<file path="src/hw/rtl/bdg_pkg.sv">
package bdg_pkg;

	localparam int COUNT_BITS = 12;
	localparam int NUM_CAS    = 6;
	localparam int CAS_W      = 3;
	localparam int ISSUE_W    = 12;
	localparam int AMT_W      = 26;
	localparam int NCNT_W     = 12;
	localparam int REST_W     = 20;
	localparam int TOT_W      = COUNT_BITS + 7;
	localparam int SUM_W      = ((COUNT_BITS > NCNT_W) ? COUNT_BITS : NCNT_W) + 1;
	localparam int VAL_W      = 6;
	localparam int TV_W       = COUNT_BITS + VAL_W;
	localparam int WIDE_W     = (TOT_W > REST_W) ? TOT_W : REST_W;
	localparam int MUL_A_W    = AMT_W - 2;
	localparam int MUL_B_W    = 25;
	localparam int MUL_W      = MUL_A_W + MUL_B_W;
	localparam int SHIFT_W    = 5;
	localparam int PC_W       = 4;

	localparam logic [COUNT_BITS-1:0] COUNT_MAX = {COUNT_BITS{1'b1}};
	localparam logic [6:0]            CASH_UNIT = 7'd100;

	localparam logic [4:0]         CHK_DIV   = 5'd25;
	localparam logic [SHIFT_W-1:0] CHK_SHIFT = 5'd29;
	localparam logic [MUL_B_W-1:0] CHK_RECIP = MUL_B_W'(((64'd1 << 29) + 64'd24) / 64'd25);

	localparam logic [MUL_B_W-1:0] RECIP_50 = MUL_B_W'(((64'd1 << 26) + 64'd49) / 64'd50);
	localparam logic [MUL_B_W-1:0] RECIP_20 = MUL_B_W'(((64'd1 << 25) + 64'd19) / 64'd20);
	localparam logic [MUL_B_W-1:0] RECIP_10 = MUL_B_W'(((64'd1 << 24) + 64'd9) / 64'd10);
	localparam logic [MUL_B_W-1:0] RECIP_5  = MUL_B_W'(((64'd1 << 23) + 64'd4) / 64'd5);
	localparam logic [MUL_B_W-1:0] RECIP_2  = MUL_B_W'(((64'd1 << 21) + 64'd1) / 64'd2);
	localparam logic [MUL_B_W-1:0] RECIP_1  = MUL_B_W'(64'd1 << 20);

	localparam logic [PC_W-1:0] PC_IDLE     = 4'd0;
	localparam logic [PC_W-1:0] PC_DECODE   = 4'd1;
	localparam logic [PC_W-1:0] PC_CHECK    = 4'd2;
	localparam logic [PC_W-1:0] PC_STG_MUL  = 4'd3;
	localparam logic [PC_W-1:0] PC_STG_TAKE = 4'd4;
	localparam logic [PC_W-1:0] PC_STG_SUB  = 4'd5;
	localparam logic [PC_W-1:0] PC_REST     = 4'd6;
	localparam logic [PC_W-1:0] PC_FINISH   = 4'd7;
	localparam logic [PC_W-1:0] PC_DEP_ADD  = 4'd8;
	localparam logic [PC_W-1:0] PC_DEP_TOT  = 4'd9;

	typedef enum logic [3:0] {
		OP_NOP,
		OP_LOAD,
		OP_DIV_MUL,
		OP_CHECK,
		OP_STG_MUL,
		OP_STG_TAKE,
		OP_STG_SUB,
		OP_REST,
		OP_FINISH,
		OP_DEP_ADD,
		OP_DEP_TOT
	} op_t;

	typedef enum logic [2:0] {
		BR_NEXT,
		BR_GOTO,
		BR_IF_DEPOSIT,
		BR_IF_REJECT,
		BR_IF_MORE,
		BR_WAIT_IN,
		BR_WAIT_OUT
	} br_t;

	typedef enum logic [2:0] {
		ST_OK        = 3'd0,
		ST_NOT_MULT  = 3'd1,
		ST_EXCEEDS   = 3'd2,
		ST_PARTIAL   = 3'd3,
		ST_SATURATED = 3'd4
	} status_t;

	typedef struct packed {
		op_t             op;
		br_t             br;
		logic [PC_W-1:0] target;
	} uword_t;

	typedef struct packed {
		op_t  op;
		logic accept;
		logic commit;
	} ctl_t;

	typedef struct packed {
		logic deposit;
		logic reject;
		logic more;
		logic out_free;
	} flags_t;

	function automatic uword_t ucode(input logic [PC_W-1:0] pc);
		uword_t w;
		case (pc)
			PC_IDLE:     w = '{OP_LOAD, BR_WAIT_IN, PC_DECODE};
			PC_DECODE:   w = '{OP_DIV_MUL, BR_IF_DEPOSIT, PC_DEP_ADD};
			PC_CHECK:    w = '{OP_CHECK, BR_IF_REJECT, PC_FINISH};
			PC_STG_MUL:  w = '{OP_STG_MUL, BR_NEXT, PC_IDLE};
			PC_STG_TAKE: w = '{OP_STG_TAKE, BR_NEXT, PC_IDLE};
			PC_STG_SUB:  w = '{OP_STG_SUB, BR_IF_MORE, PC_STG_MUL};
			PC_REST:     w = '{OP_REST, BR_NEXT, PC_IDLE};
			PC_FINISH:   w = '{OP_FINISH, BR_WAIT_OUT, PC_IDLE};
			PC_DEP_ADD:  w = '{OP_DEP_ADD, BR_NEXT, PC_IDLE};
			PC_DEP_TOT:  w = '{OP_DEP_TOT, BR_GOTO, PC_FINISH};
			default:     w = '{OP_NOP, BR_GOTO, PC_IDLE};
		endcase
		return w;
	endfunction

	function automatic logic [VAL_W-1:0] note_hundreds(input logic [CAS_W-1:0] idx);
		logic [VAL_W-1:0] v;
		case (idx)
			3'd0:    v = 6'd1;
			3'd1:    v = 6'd2;
			3'd2:    v = 6'd5;
			3'd3:    v = 6'd10;
			3'd4:    v = 6'd20;
			3'd5:    v = 6'd50;
			default: v = '0;
		endcase
		return v;
	endfunction

	function automatic logic [MUL_B_W-1:0] stg_recip(input logic [CAS_W-1:0] idx);
		logic [MUL_B_W-1:0] r;
		case (idx)
			3'd0:    r = RECIP_1;
			3'd1:    r = RECIP_2;
			3'd2:    r = RECIP_5;
			3'd3:    r = RECIP_10;
			3'd4:    r = RECIP_20;
			3'd5:    r = RECIP_50;
			default: r = '0;
		endcase
		return r;
	endfunction

	function automatic logic [SHIFT_W-1:0] stg_shift(input logic [CAS_W-1:0] idx);
		logic [SHIFT_W-1:0] s;
		case (idx)
			3'd0:    s = 5'd20;
			3'd1:    s = 5'd21;
			3'd2:    s = 5'd23;
			3'd3:    s = 5'd24;
			3'd4:    s = 5'd25;
			3'd5:    s = 5'd26;
			default: s = '0;
		endcase
		return s;
	endfunction

endpackage

</file>
<file path="src/hw/rtl/banknote_dispense_greedy.sv">
// A paid withdrawal runs through six cassette stages of three microcode steps each.
// The microcode sequencer and its shared reciprocal multiplier work on one transaction at
// a time: a new transaction is taken only after the last one has committed its result.
// A finished result waits in the output register while the next transaction is computed.
// Reset (arst_n low) empties all cassettes, clears the total and drops out_valid.
module banknote_dispense_greedy (
	input  logic                          clk,
	input  logic                          arst_n,
	input  logic                          in_valid,
	output logic                          in_stall,
	input  logic                          mode,
	input  logic [bdg_pkg::CAS_W-1:0]     cassette_index,
	input  logic [bdg_pkg::NCNT_W-1:0]    note_count,
	input  logic [bdg_pkg::AMT_W-1:0]     amount,
	output logic                          out_valid,
	input  logic                          out_stall,
	output logic [bdg_pkg::ISSUE_W-1:0]   issued_5000,
	output logic [bdg_pkg::ISSUE_W-1:0]   issued_2000,
	output logic [bdg_pkg::ISSUE_W-1:0]   issued_1000,
	output logic [bdg_pkg::ISSUE_W-1:0]   issued_500,
	output logic [bdg_pkg::ISSUE_W-1:0]   issued_200,
	output logic [bdg_pkg::ISSUE_W-1:0]   issued_100,
	output logic [2:0]                    status,
	output logic [bdg_pkg::AMT_W-1:0]     undelivered,
	output logic [bdg_pkg::AMT_W-1:0]     cash_total
);
	import bdg_pkg::*;

	ctl_t               ctl;
	flags_t             flags;
	logic               idle;
	logic [ISSUE_W-1:0] issued [NUM_CAS];

	bdg_seq u_seq (
		.clk      (clk),
		.arst_n   (arst_n),
		.in_valid (in_valid),
		.flags    (flags),
		.ctl      (ctl),
		.idle     (idle)
	);

	bdg_dp u_dp (
		.clk            (clk),
		.arst_n         (arst_n),
		.ctl            (ctl),
		.flags          (flags),
		.mode           (mode),
		.cassette_index (cassette_index),
		.note_count     (note_count),
		.amount         (amount),
		.out_stall      (out_stall),
		.out_valid      (out_valid),
		.issued         (issued),
		.status         (status),
		.undelivered    (undelivered),
		.cash_total     (cash_total)
	);

	assign in_stall    = !idle;
	assign issued_100  = issued[0];
	assign issued_200  = issued[1];
	assign issued_500  = issued[2];
	assign issued_1000 = issued[3];
	assign issued_2000 = issued[4];
	assign issued_5000 = issued[5];

endmodule

</file>
<file path="src/hw/rtl/bdg_seq.sv">
module bdg_seq (
	input  logic            clk,
	input  logic            arst_n,
	input  logic            in_valid,
	input  bdg_pkg::flags_t flags,
	output bdg_pkg::ctl_t   ctl,
	output logic            idle
);
	import bdg_pkg::*;

	logic [PC_W-1:0] pc_q;
	logic [PC_W-1:0] pc_next;
	logic [PC_W-1:0] pc_inc;
	uword_t          uw;

	assign uw     = ucode(pc_q);
	assign pc_inc = PC_W'(pc_q + 1'b1);
	assign idle   = (uw.br == BR_WAIT_IN);

	always_comb begin
		case (uw.br)
			BR_NEXT:       pc_next = pc_inc;
			BR_GOTO:       pc_next = uw.target;
			BR_IF_DEPOSIT: pc_next = flags.deposit ? uw.target : pc_inc;
			BR_IF_REJECT:  pc_next = flags.reject ? uw.target : pc_inc;
			BR_IF_MORE:    pc_next = flags.more ? uw.target : pc_inc;
			BR_WAIT_IN:    pc_next = in_valid ? uw.target : pc_q;
			BR_WAIT_OUT:   pc_next = flags.out_free ? uw.target : pc_q;
			default:       pc_next = PC_IDLE;
		endcase
	end

	always_comb begin
		ctl.op     = uw.op;
		ctl.accept = idle && in_valid;
		ctl.commit = (uw.op == OP_FINISH) && flags.out_free;
	end

	always_ff @(posedge clk or negedge arst_n) begin
		if (!arst_n) begin
			pc_q <= PC_IDLE;
		end else begin
			pc_q <= pc_next;
		end
	end

	a_pc_range: assert property (@(posedge clk) disable iff (!arst_n)
		pc_q <= PC_DEP_TOT)
		else $error("Step counter left the program.");

	a_accept_decode: assert property (@(posedge clk) disable iff (!arst_n)
		ctl.accept |=> (pc_q == PC_DECODE))
		else $error("Accepted transaction did not start decoding.");

	a_commit_free: assert property (@(posedge clk) disable iff (!arst_n)
		ctl.commit |=> (pc_q == PC_IDLE))
		else $error("Result commit did not return to idle.");

endmodule

</file>
<file path="src/hw/rtl/bdg_dp.sv">
module bdg_dp (
	input  logic                         clk,
	input  logic                         arst_n,
	input  bdg_pkg::ctl_t                ctl,
	output bdg_pkg::flags_t              flags,
	input  logic                         mode,
	input  logic [bdg_pkg::CAS_W-1:0]    cassette_index,
	input  logic [bdg_pkg::NCNT_W-1:0]   note_count,
	input  logic [bdg_pkg::AMT_W-1:0]    amount,
	input  logic                         out_stall,
	output logic                         out_valid,
	output logic [bdg_pkg::ISSUE_W-1:0]  issued [bdg_pkg::NUM_CAS],
	output logic [2:0]                   status,
	output logic [bdg_pkg::AMT_W-1:0]    undelivered,
	output logic [bdg_pkg::AMT_W-1:0]    cash_total
);
	import bdg_pkg::*;

	logic [COUNT_BITS-1:0] cnt_q [NUM_CAS];
	logic [TOT_W-1:0]      tot_q;
	logic [CAS_W-1:0]      cas_q;
	logic                  out_valid_q;

	logic                  mode_q;
	logic [NCNT_W-1:0]     ncnt_q;
	logic [AMT_W-1:0]      amt_q;
	logic [REST_W-1:0]     rest_q;
	logic [MUL_W-1:0]      prod_q;
	logic [COUNT_BITS-1:0] take_q;
	logic [NCNT_W-1:0]     delta_q;
	logic [ISSUE_W-1:0]    iss_q [NUM_CAS];
	status_t               status_q;
	logic [AMT_W-1:0]      undeliv_q;

	logic [ISSUE_W-1:0]    out_iss_q [NUM_CAS];
	status_t               out_status_q;
	logic [AMT_W-1:0]      out_undeliv_q;
	logic [AMT_W-1:0]      out_cash_q;

	logic                  cas_ok;
	logic [COUNT_BITS-1:0] cur;
	logic [VAL_W-1:0]      val;
	logic [MUL_A_W-1:0]    mul_a;
	logic [MUL_B_W-1:0]    mul_b;
	logic [REST_W-1:0]     chk_q;
	logic [MUL_B_W-1:0]    chk_back;
	logic                  mult_ok;
	logic                  exceeds;
	logic [REST_W-1:0]     stg_q;
	logic [COUNT_BITS-1:0] take;
	logic [TV_W-1:0]       tv;
	logic [SUM_W-1:0]      sum;
	logic                  sat;
	logic [COUNT_BITS-1:0] dep_new;
	logic [NCNT_W+VAL_W-1:0] dv;
	logic [TOT_W+6:0]      cash_full;
	logic                  out_free;

	assign cas_ok   = (cas_q < CAS_W'(NUM_CAS));
	assign cur      = cas_ok ? cnt_q[cas_q] : '0;
	assign val      = note_hundreds(cas_q);

	assign mul_a    = (ctl.op == OP_DIV_MUL) ? amt_q[AMT_W-1:2] : MUL_A_W'(rest_q);
	assign mul_b    = (ctl.op == OP_DIV_MUL) ? CHK_RECIP : stg_recip(cas_q);

	assign chk_q    = REST_W'(prod_q >> CHK_SHIFT);
	assign chk_back = MUL_B_W'(chk_q) * MUL_B_W'(CHK_DIV);
	assign mult_ok  = (amt_q[1:0] == 2'b00) && (chk_back == MUL_B_W'(amt_q[AMT_W-1:2]));
	assign exceeds  = WIDE_W'(chk_q) > WIDE_W'(tot_q);

	assign stg_q    = REST_W'(prod_q >> stg_shift(cas_q));
	assign take     = (stg_q < REST_W'(cur)) ? COUNT_BITS'(stg_q) : cur;
	assign tv       = TV_W'(take_q) * TV_W'(val);

	assign sum      = SUM_W'(cur) + SUM_W'(ncnt_q);
	assign sat      = sum > SUM_W'(COUNT_MAX);
	assign dep_new  = sat ? COUNT_MAX : COUNT_BITS'(sum);
	assign dv       = (NCNT_W+VAL_W)'(delta_q) * (NCNT_W+VAL_W)'(val);

	assign cash_full = (TOT_W+7)'(tot_q) * (TOT_W+7)'(CASH_UNIT);
	assign out_free  = !out_valid_q || !out_stall;

	always_comb begin
		flags.deposit  = !mode_q;
		flags.reject   = !mult_ok || exceeds;
		flags.more     = (cas_q != '0);
		flags.out_free = out_free;
	end

	always_ff @(posedge clk or negedge arst_n) begin
		if (!arst_n) begin
			for (int i = 0; i < NUM_CAS; i++) begin
				cnt_q[i] <= '0;
			end
			tot_q       <= '0;
			cas_q       <= '0;
			out_valid_q <= 1'b0;
		end else begin
			if (ctl.commit) begin
				out_valid_q <= 1'b1;
			end else if (!out_stall) begin
				out_valid_q <= 1'b0;
			end
			case (ctl.op)
				OP_LOAD: begin
					if (ctl.accept) begin
						cas_q <= mode ? CAS_W'(NUM_CAS - 1) : cassette_index;
					end
				end
				OP_STG_TAKE: begin
					cnt_q[cas_q] <= cur - take;
				end
				OP_STG_SUB: begin
					tot_q <= tot_q - TOT_W'(tv);
					if (cas_q != '0) begin
						cas_q <= cas_q - 1'b1;
					end
				end
				OP_DEP_ADD: begin
					if (cas_ok) begin
						cnt_q[cas_q] <= dep_new;
					end
				end
				OP_DEP_TOT: begin
					tot_q <= tot_q + TOT_W'(dv);
				end
				default: begin
				end
			endcase
		end
	end

	always_ff @(posedge clk) begin
		case (ctl.op)
			OP_LOAD: begin
				if (ctl.accept) begin
					mode_q    <= mode;
					ncnt_q    <= note_count;
					amt_q     <= amount;
					status_q  <= ST_OK;
					undeliv_q <= '0;
					delta_q   <= '0;
					for (int i = 0; i < NUM_CAS; i++) begin
						iss_q[i] <= '0;
					end
				end
			end
			OP_DIV_MUL, OP_STG_MUL: begin
				prod_q <= MUL_W'(mul_a) * MUL_W'(mul_b);
			end
			OP_CHECK: begin
				rest_q <= chk_q;
				if (!mult_ok) begin
					status_q <= ST_NOT_MULT;
				end else if (exceeds) begin
					status_q <= ST_EXCEEDS;
				end
			end
			OP_STG_TAKE: begin
				take_q       <= take;
				iss_q[cas_q] <= ISSUE_W'(take);
			end
			OP_STG_SUB: begin
				rest_q <= rest_q - REST_W'(tv);
			end
			OP_REST: begin
				if (rest_q != '0) begin
					status_q  <= ST_PARTIAL;
					undeliv_q <= AMT_W'((REST_W+7)'(rest_q) * (REST_W+7)'(CASH_UNIT));
				end
			end
			OP_DEP_ADD: begin
				if (cas_ok) begin
					delta_q <= NCNT_W'(dep_new - cur);
					if (sat) begin
						status_q <= ST_SATURATED;
					end
				end
			end
			OP_FINISH: begin
				if (ctl.commit) begin
					out_iss_q     <= iss_q;
					out_status_q  <= status_q;
					out_undeliv_q <= undeliv_q;
					out_cash_q    <= AMT_W'(cash_full);
				end
			end
			default: begin
			end
		endcase
	end

	assign out_valid   = out_valid_q;
	assign issued      = out_iss_q;
	assign status      = out_status_q;
	assign undelivered = out_undeliv_q;
	assign cash_total  = out_cash_q;

	a_sub_bound: assert property (@(posedge clk) disable iff (!arst_n)
		(ctl.op == OP_STG_SUB) |-> (WIDE_W'(tv) <= WIDE_W'(rest_q)))
		else $error("Payout exceeds the remaining amount.");

	a_take_bound: assert property (@(posedge clk) disable iff (!arst_n)
		(ctl.op == OP_STG_TAKE) |-> (take <= cur))
		else $error("Payout exceeds the cassette count.");

	a_partial_rest: assert property (@(posedge clk) disable iff (!arst_n)
		(out_valid_q && (out_status_q == ST_PARTIAL)) |-> (out_undeliv_q != '0))
		else $error("Partial payout reported with nothing undelivered.");

endmodule

</file>
<file path="config.mk">
export PLATFORM = sky130hd
export DESIGN_NAME = banknote_dispense_greedy
export DESIGN_NICKNAME = d
export VERILOG_FILES = /design/src/hw/rtl/bdg_pkg.sv /design/src/hw/rtl/banknote_dispense_greedy.sv /design/src/hw/rtl/bdg_seq.sv /design/src/hw/rtl/bdg_dp.sv
export SDC_FILE = /design/constraint.sdc
export NUM_CORES = 2
export LEC_CHECK = 0
export BUFFER_PORTS_ARGS = -buffer_cell sky130_fd_sc_hd__buf_2
export CAP_MARGIN = 20
export CORE_AREA = 2 2 322 324
export DETAILED_ROUTE_END_ITERATION = 12
export DIE_AREA = 0 0 324 326
export PLACE_DENSITY_LB_ADDON = 0.25
export SLEW_MARGIN = 20
export SYNTH_ARGS = -nofsm -noshare
export SYNTH_HDL_FRONTEND = slang
export SYNTH_SLANG_ARGS = --single-unit
export TNS_END_PERCENT = 20
</file>
<file path="constraint.sdc">
create_clock -name clk -period 14.4 [get_ports clk]
set_clock_uncertainty 0.1 [all_clocks]
set_input_delay 1.44 -clock clk [delete_from_list [all_inputs] [get_ports clk]]
set_output_delay 1.44 -clock clk [all_outputs]
set_load 0.05 [all_outputs]
</file>
==> flow_summary.json <==
{
  "viasPerCell": 5.67,
  "fin_crit_sh_pct": 73.2,
  "synth_area_um2": 50600,
  "ys_types": 100,
  "fillerInstances": 9360,
  "start_util_pct": 49.3,
  "finish.instance_area_um2": 55100,
  "cts_setup_buffers": 0,
  "synth-compound-area-share_pct": 10.9,
  "critPathRequiredTime_ns": 14.71,
  "numCtsBuffers": 54,
  "critical_path_class": "register to register",
  "ys_ff_latch": 453,
  "synth.avg_cell_area_um2": 9.76,
  "fmax_ghz": 0.0948,
  "core_um2": 103000,
  "synth_seq_area_share_pct": 25.9,
  "ff2ff_path_depth": 36,
  "vias": 38512,
  "drt_iter0_drc": 3481,
  "synth_top_family_by_area": "adder cells",
  "cts.clk_slew.worst_paths_ns": 0.07,
  "whs_path_depth": 0,
  "grt_overflow": 0,
  "relSlewSlack_pct": 30.7,
  "drc": 0,
  "path_buf_inv": 10,
  "die_w_um": 324,
  "synth_mux_area_share_pct": 1.86,
  "setup_tns_ns": 0,
  "crit_path_start_kind": "register",
  "drv_slew": 0,
  "cp.depth": 36,
  "final_layout_size_suffix_gt1_share_pct": 7.33,
  "io_pins": 175,
  "cap_violations": 0,
  "synth_fa_ha_area_share_pct": 37.7,
  "ys_async_sr_fraction_pct": 21.9,
  "antenna_left": 0,
  "slowest_delay_ns": 0.60,
  "place_congestion": 1.00,
  "grt_max_degree": 88,
  "cts-resized-gates": 0,
  "rows": 118,
  "worst_path_dominant_cell_family": "adder cells",
  "netlist_instances": 5190,
  "port-buffer-count": 170,
  "grt.total_usage_pct": 29.1,
  "synth_simple_gate_area_share_pct": 11.6,
  "worstSkewPairLatency_ns": 0.66,
  "cts-root-buf": "clkbuf_16",
  "finalSetupViolCount": 0,
  "worst_r2r_endpoint": "u_dp.prod_q[47]",
  "grt_setup_unrepaired": "no",
  "final_nets": 6578,
  "synth_xor_area_share_pct": 3.11,
  "fin_crit_ns": 10.55,
  "r2r_setup_slack_ns": 3.85,
  "crit_path_top_delay_cell": "a31oi_1",
  "antenna_found_initial": 6,
  "dpl_cell_area_um2": 53200,
  "min_from": "u_dp.undeliv_q[13]",
  "rr_startpoint": "u_seq.pc_q[0]",
  "synth_edf_count": 354,
  "critPathMostFrequentCell": "inv_1",
  "hold_end": "u_dp.undelivered[13]",
  "cp_max_fo": 48,
  "arrival_ns": 10.86,
  "wl_per_cell_um": 22.2,
  "ys.warnings.count": 0,
  "numClockSinks": 453,
  "clock_path_buffers": 3,
  "synth_flop_cell": "edfxtp_1",
  "dpl.hpwl_mm": 122,
  "h-tree-depth": 2,
  "cts_tree": "yes",
  "grt_pass1_vias": 38658,
  "die_h_um": 326,
  "ctsHoldBuffers": 0,
  "worst_pin_slew_ns": 1.04,
  "hold_viol_final": 0,
  "dr.pass1.iters": 6,
  "end_kind": "register",
  "grt_pass1_wl_mm": 233,
  "status": "finished clean",
  "syn2layout_area_growth_pct": 8.75,
  "routed_wl_mm": 151,
  "hp-class": "register to register",
  "fp.dieArea_um2": 106000
}
-- cell families (layout without fill, tap and decap cells) --
| group | after synthesis | count (layout) |
|---|---|---|
| AOI/OAI and AO/OA | 860 | 860 |
| xor gates and xnor gates | 180 | 180 |
| adders and majority gates | 1163 | 1163 |
| buffers and inverters | 1187 | 1371 |
| DFF | 453 | 453 |
| muxes | 76 | 76 |
| other | 2 | 44 |
| and+or+nand+nor | 1269 | 1269 |
-- final cells by class --
class | count | area [um2] | share of cell area (%)
Antenna cell | 1 | 2.50 | 0.00454
Clock buffer | 61 | 1400 | 2.54
Clock inverter | 41 | 412 | 0.748
Inverter | 1047 | 3930 | 7.14
Multi-Input combinational cell | 3591 | 33200 | 60.4
Sequential cell | 453 | 13100 | 23.8
Tap cell | 1380 | 1730 | 3.14
Timing Repair Buffer | 222 | 1250 | 2.27
-- stage by stage --
stage	hold WS, ns	utilization [%]	setup slack, ns	instances
after floorplan	0.300	-	5.45	5231
after global placement	0.303	51.9	4.04	6691
after detailed placement	0.305	51.9	3.91	6691
after CTS	0.312	53.6	3.96	6793
after global routing	0.321	53.7	3.25	6795
final	0.312	53.7	3.85	6796
-- registers in the layout, summed over array words and instances (netlist names), 3 cells and up --
register and cells:
u_dp.iss_q 72, u_dp.status 3, u_dp.ncnt_q 12, u_dp.delta_q 12, u_dp.amt_q 26, u_dp.rest_q 20, u_dp.tot_q 19, u_dp.cas_q 3
u_dp.status_q 3, u_seq.pc_q 4, u_dp.take_q 12, u_dp.cnt_q 72, u_dp.issued 72, u_dp.undelivered 24, u_dp.undeliv_q 24, u_dp.prod_q 49
u_dp.cash_total 24
-- worst max-delay path by stage --
stage	from	end	slack, ns
floorplan	u_seq.pc_q[0]	u_dp.prod_q[47]	5.45
global placement	u_seq.pc_q[0]	u_dp.prod_q[47]	4.04
detailed placement	u_seq.pc_q[0]	u_dp.prod_q[47]	3.91
CTS	u_seq.pc_q[0]	u_dp.prod_q[47]	3.96
global route	u_seq.pc_q[0]	u_dp.prod_q[47]	3.25
finish	u_seq.pc_q[0]	u_dp.prod_q[47]	3.85
-- cells in the final DEF, fill, tap and decap left out, types with 12 or more instances in the layout --
cell type / n
inv_1: 1041
fa_1: 602
ha_1: 561
nand2_1: 481
edfxtp_1: 354
nor2_1: 228
o21ai_0: 218
a21oi_1: 194
nand3_1: 185
buf_2: 169
xnor2_1: 112
nor3_1: 99
dfrtp_1: 98
xor2_1: 68
and2_1: 66
a21o_1: 63
mux2i_1: 54
clkbuf_16: 54
buf_4: 52
conb_1: 43
o21ai_1: 38
or3_1: 38
a211oi_1: 37
o211ai_1: 36
a31oi_1: 30
o21a_1: 30
a22oi_1: 28
nand2b_1: 26
nand4_1: 23
nor2b_1: 21
o21bai_1: 21
and3_1: 19
or2_2: 18
o22ai_1: 16
nor4_1: 13
a221oi_1: 13
o2111ai_1: 12
-- cell usage after synthesis, types with 9 or more instances --
library cell  number  share of area, %
o21ai_1           38              0.38
mux4_2            11              0.49
nor2_1           230               1.7
o21ai_0          219               2.2
a31oi_1           30              0.37
fa_1             602                24
and2_1            66              0.82
a211oi_1          37              0.55
buf_1              9             0.067
nand4_1           23              0.28
o22ai_1           16              0.20
a21o_1            63              0.93
a2111oi_0          9              0.16
nand2_1          482               3.6
buf_4              9              0.13
o2111ai_1         12              0.21
nor3_1           104               1.0
inv_1           1042               7.7
o31ai_1            9              0.13
a21oi_1          197               1.9
dfrtp_1           99               4.9
mux2i_1           54               1.1
or3_1             38              0.47
nor4_1            13              0.16
o21bai_1          21              0.31
or2_2             18              0.22
buf_2             19              0.19
xnor2_1          112               1.9
clkbuf_1         100              0.74
and3_1            19              0.23
a22oi_1           28              0.42
nand3_1          185               1.8
xor2_1            68               1.2
nand2b_1          26              0.32
a221oi_1          13              0.22
edfxtp_1         354                21
nor2b_1           22              0.27
o211ai_1          36              0.53
ha_1             561                14
o21a_1            30              0.44
-- worst reg2reg max path: cells and delay by family (launching register included) --
family / cells / cell delay (ns)
buffers and inverters: 10 / 1.37
and+or+nand+nor: 10 / 1.94
DFF: 1 / 0.53
AOI/OAI and AO/OA: 6 / 2.03
adders and majority gates: 10 / 4.38
-- metal layers --
metal  global-route usage, %  routed length [um]  vias up  share of wire (%)
li1                        -                   -    17585                  -
met5                       0                  29        -              0.019
met2                    46.1               69400     1451                 46
met3                    5.64               12100      260                8.1
met1                    40.3               63800    19212                 42
met4                    9.41                5320        4                3.5
Power is left out: the tool's default activity adds up to more than one toggle a clock period on the data nets, which glitch-free logic cannot reach.
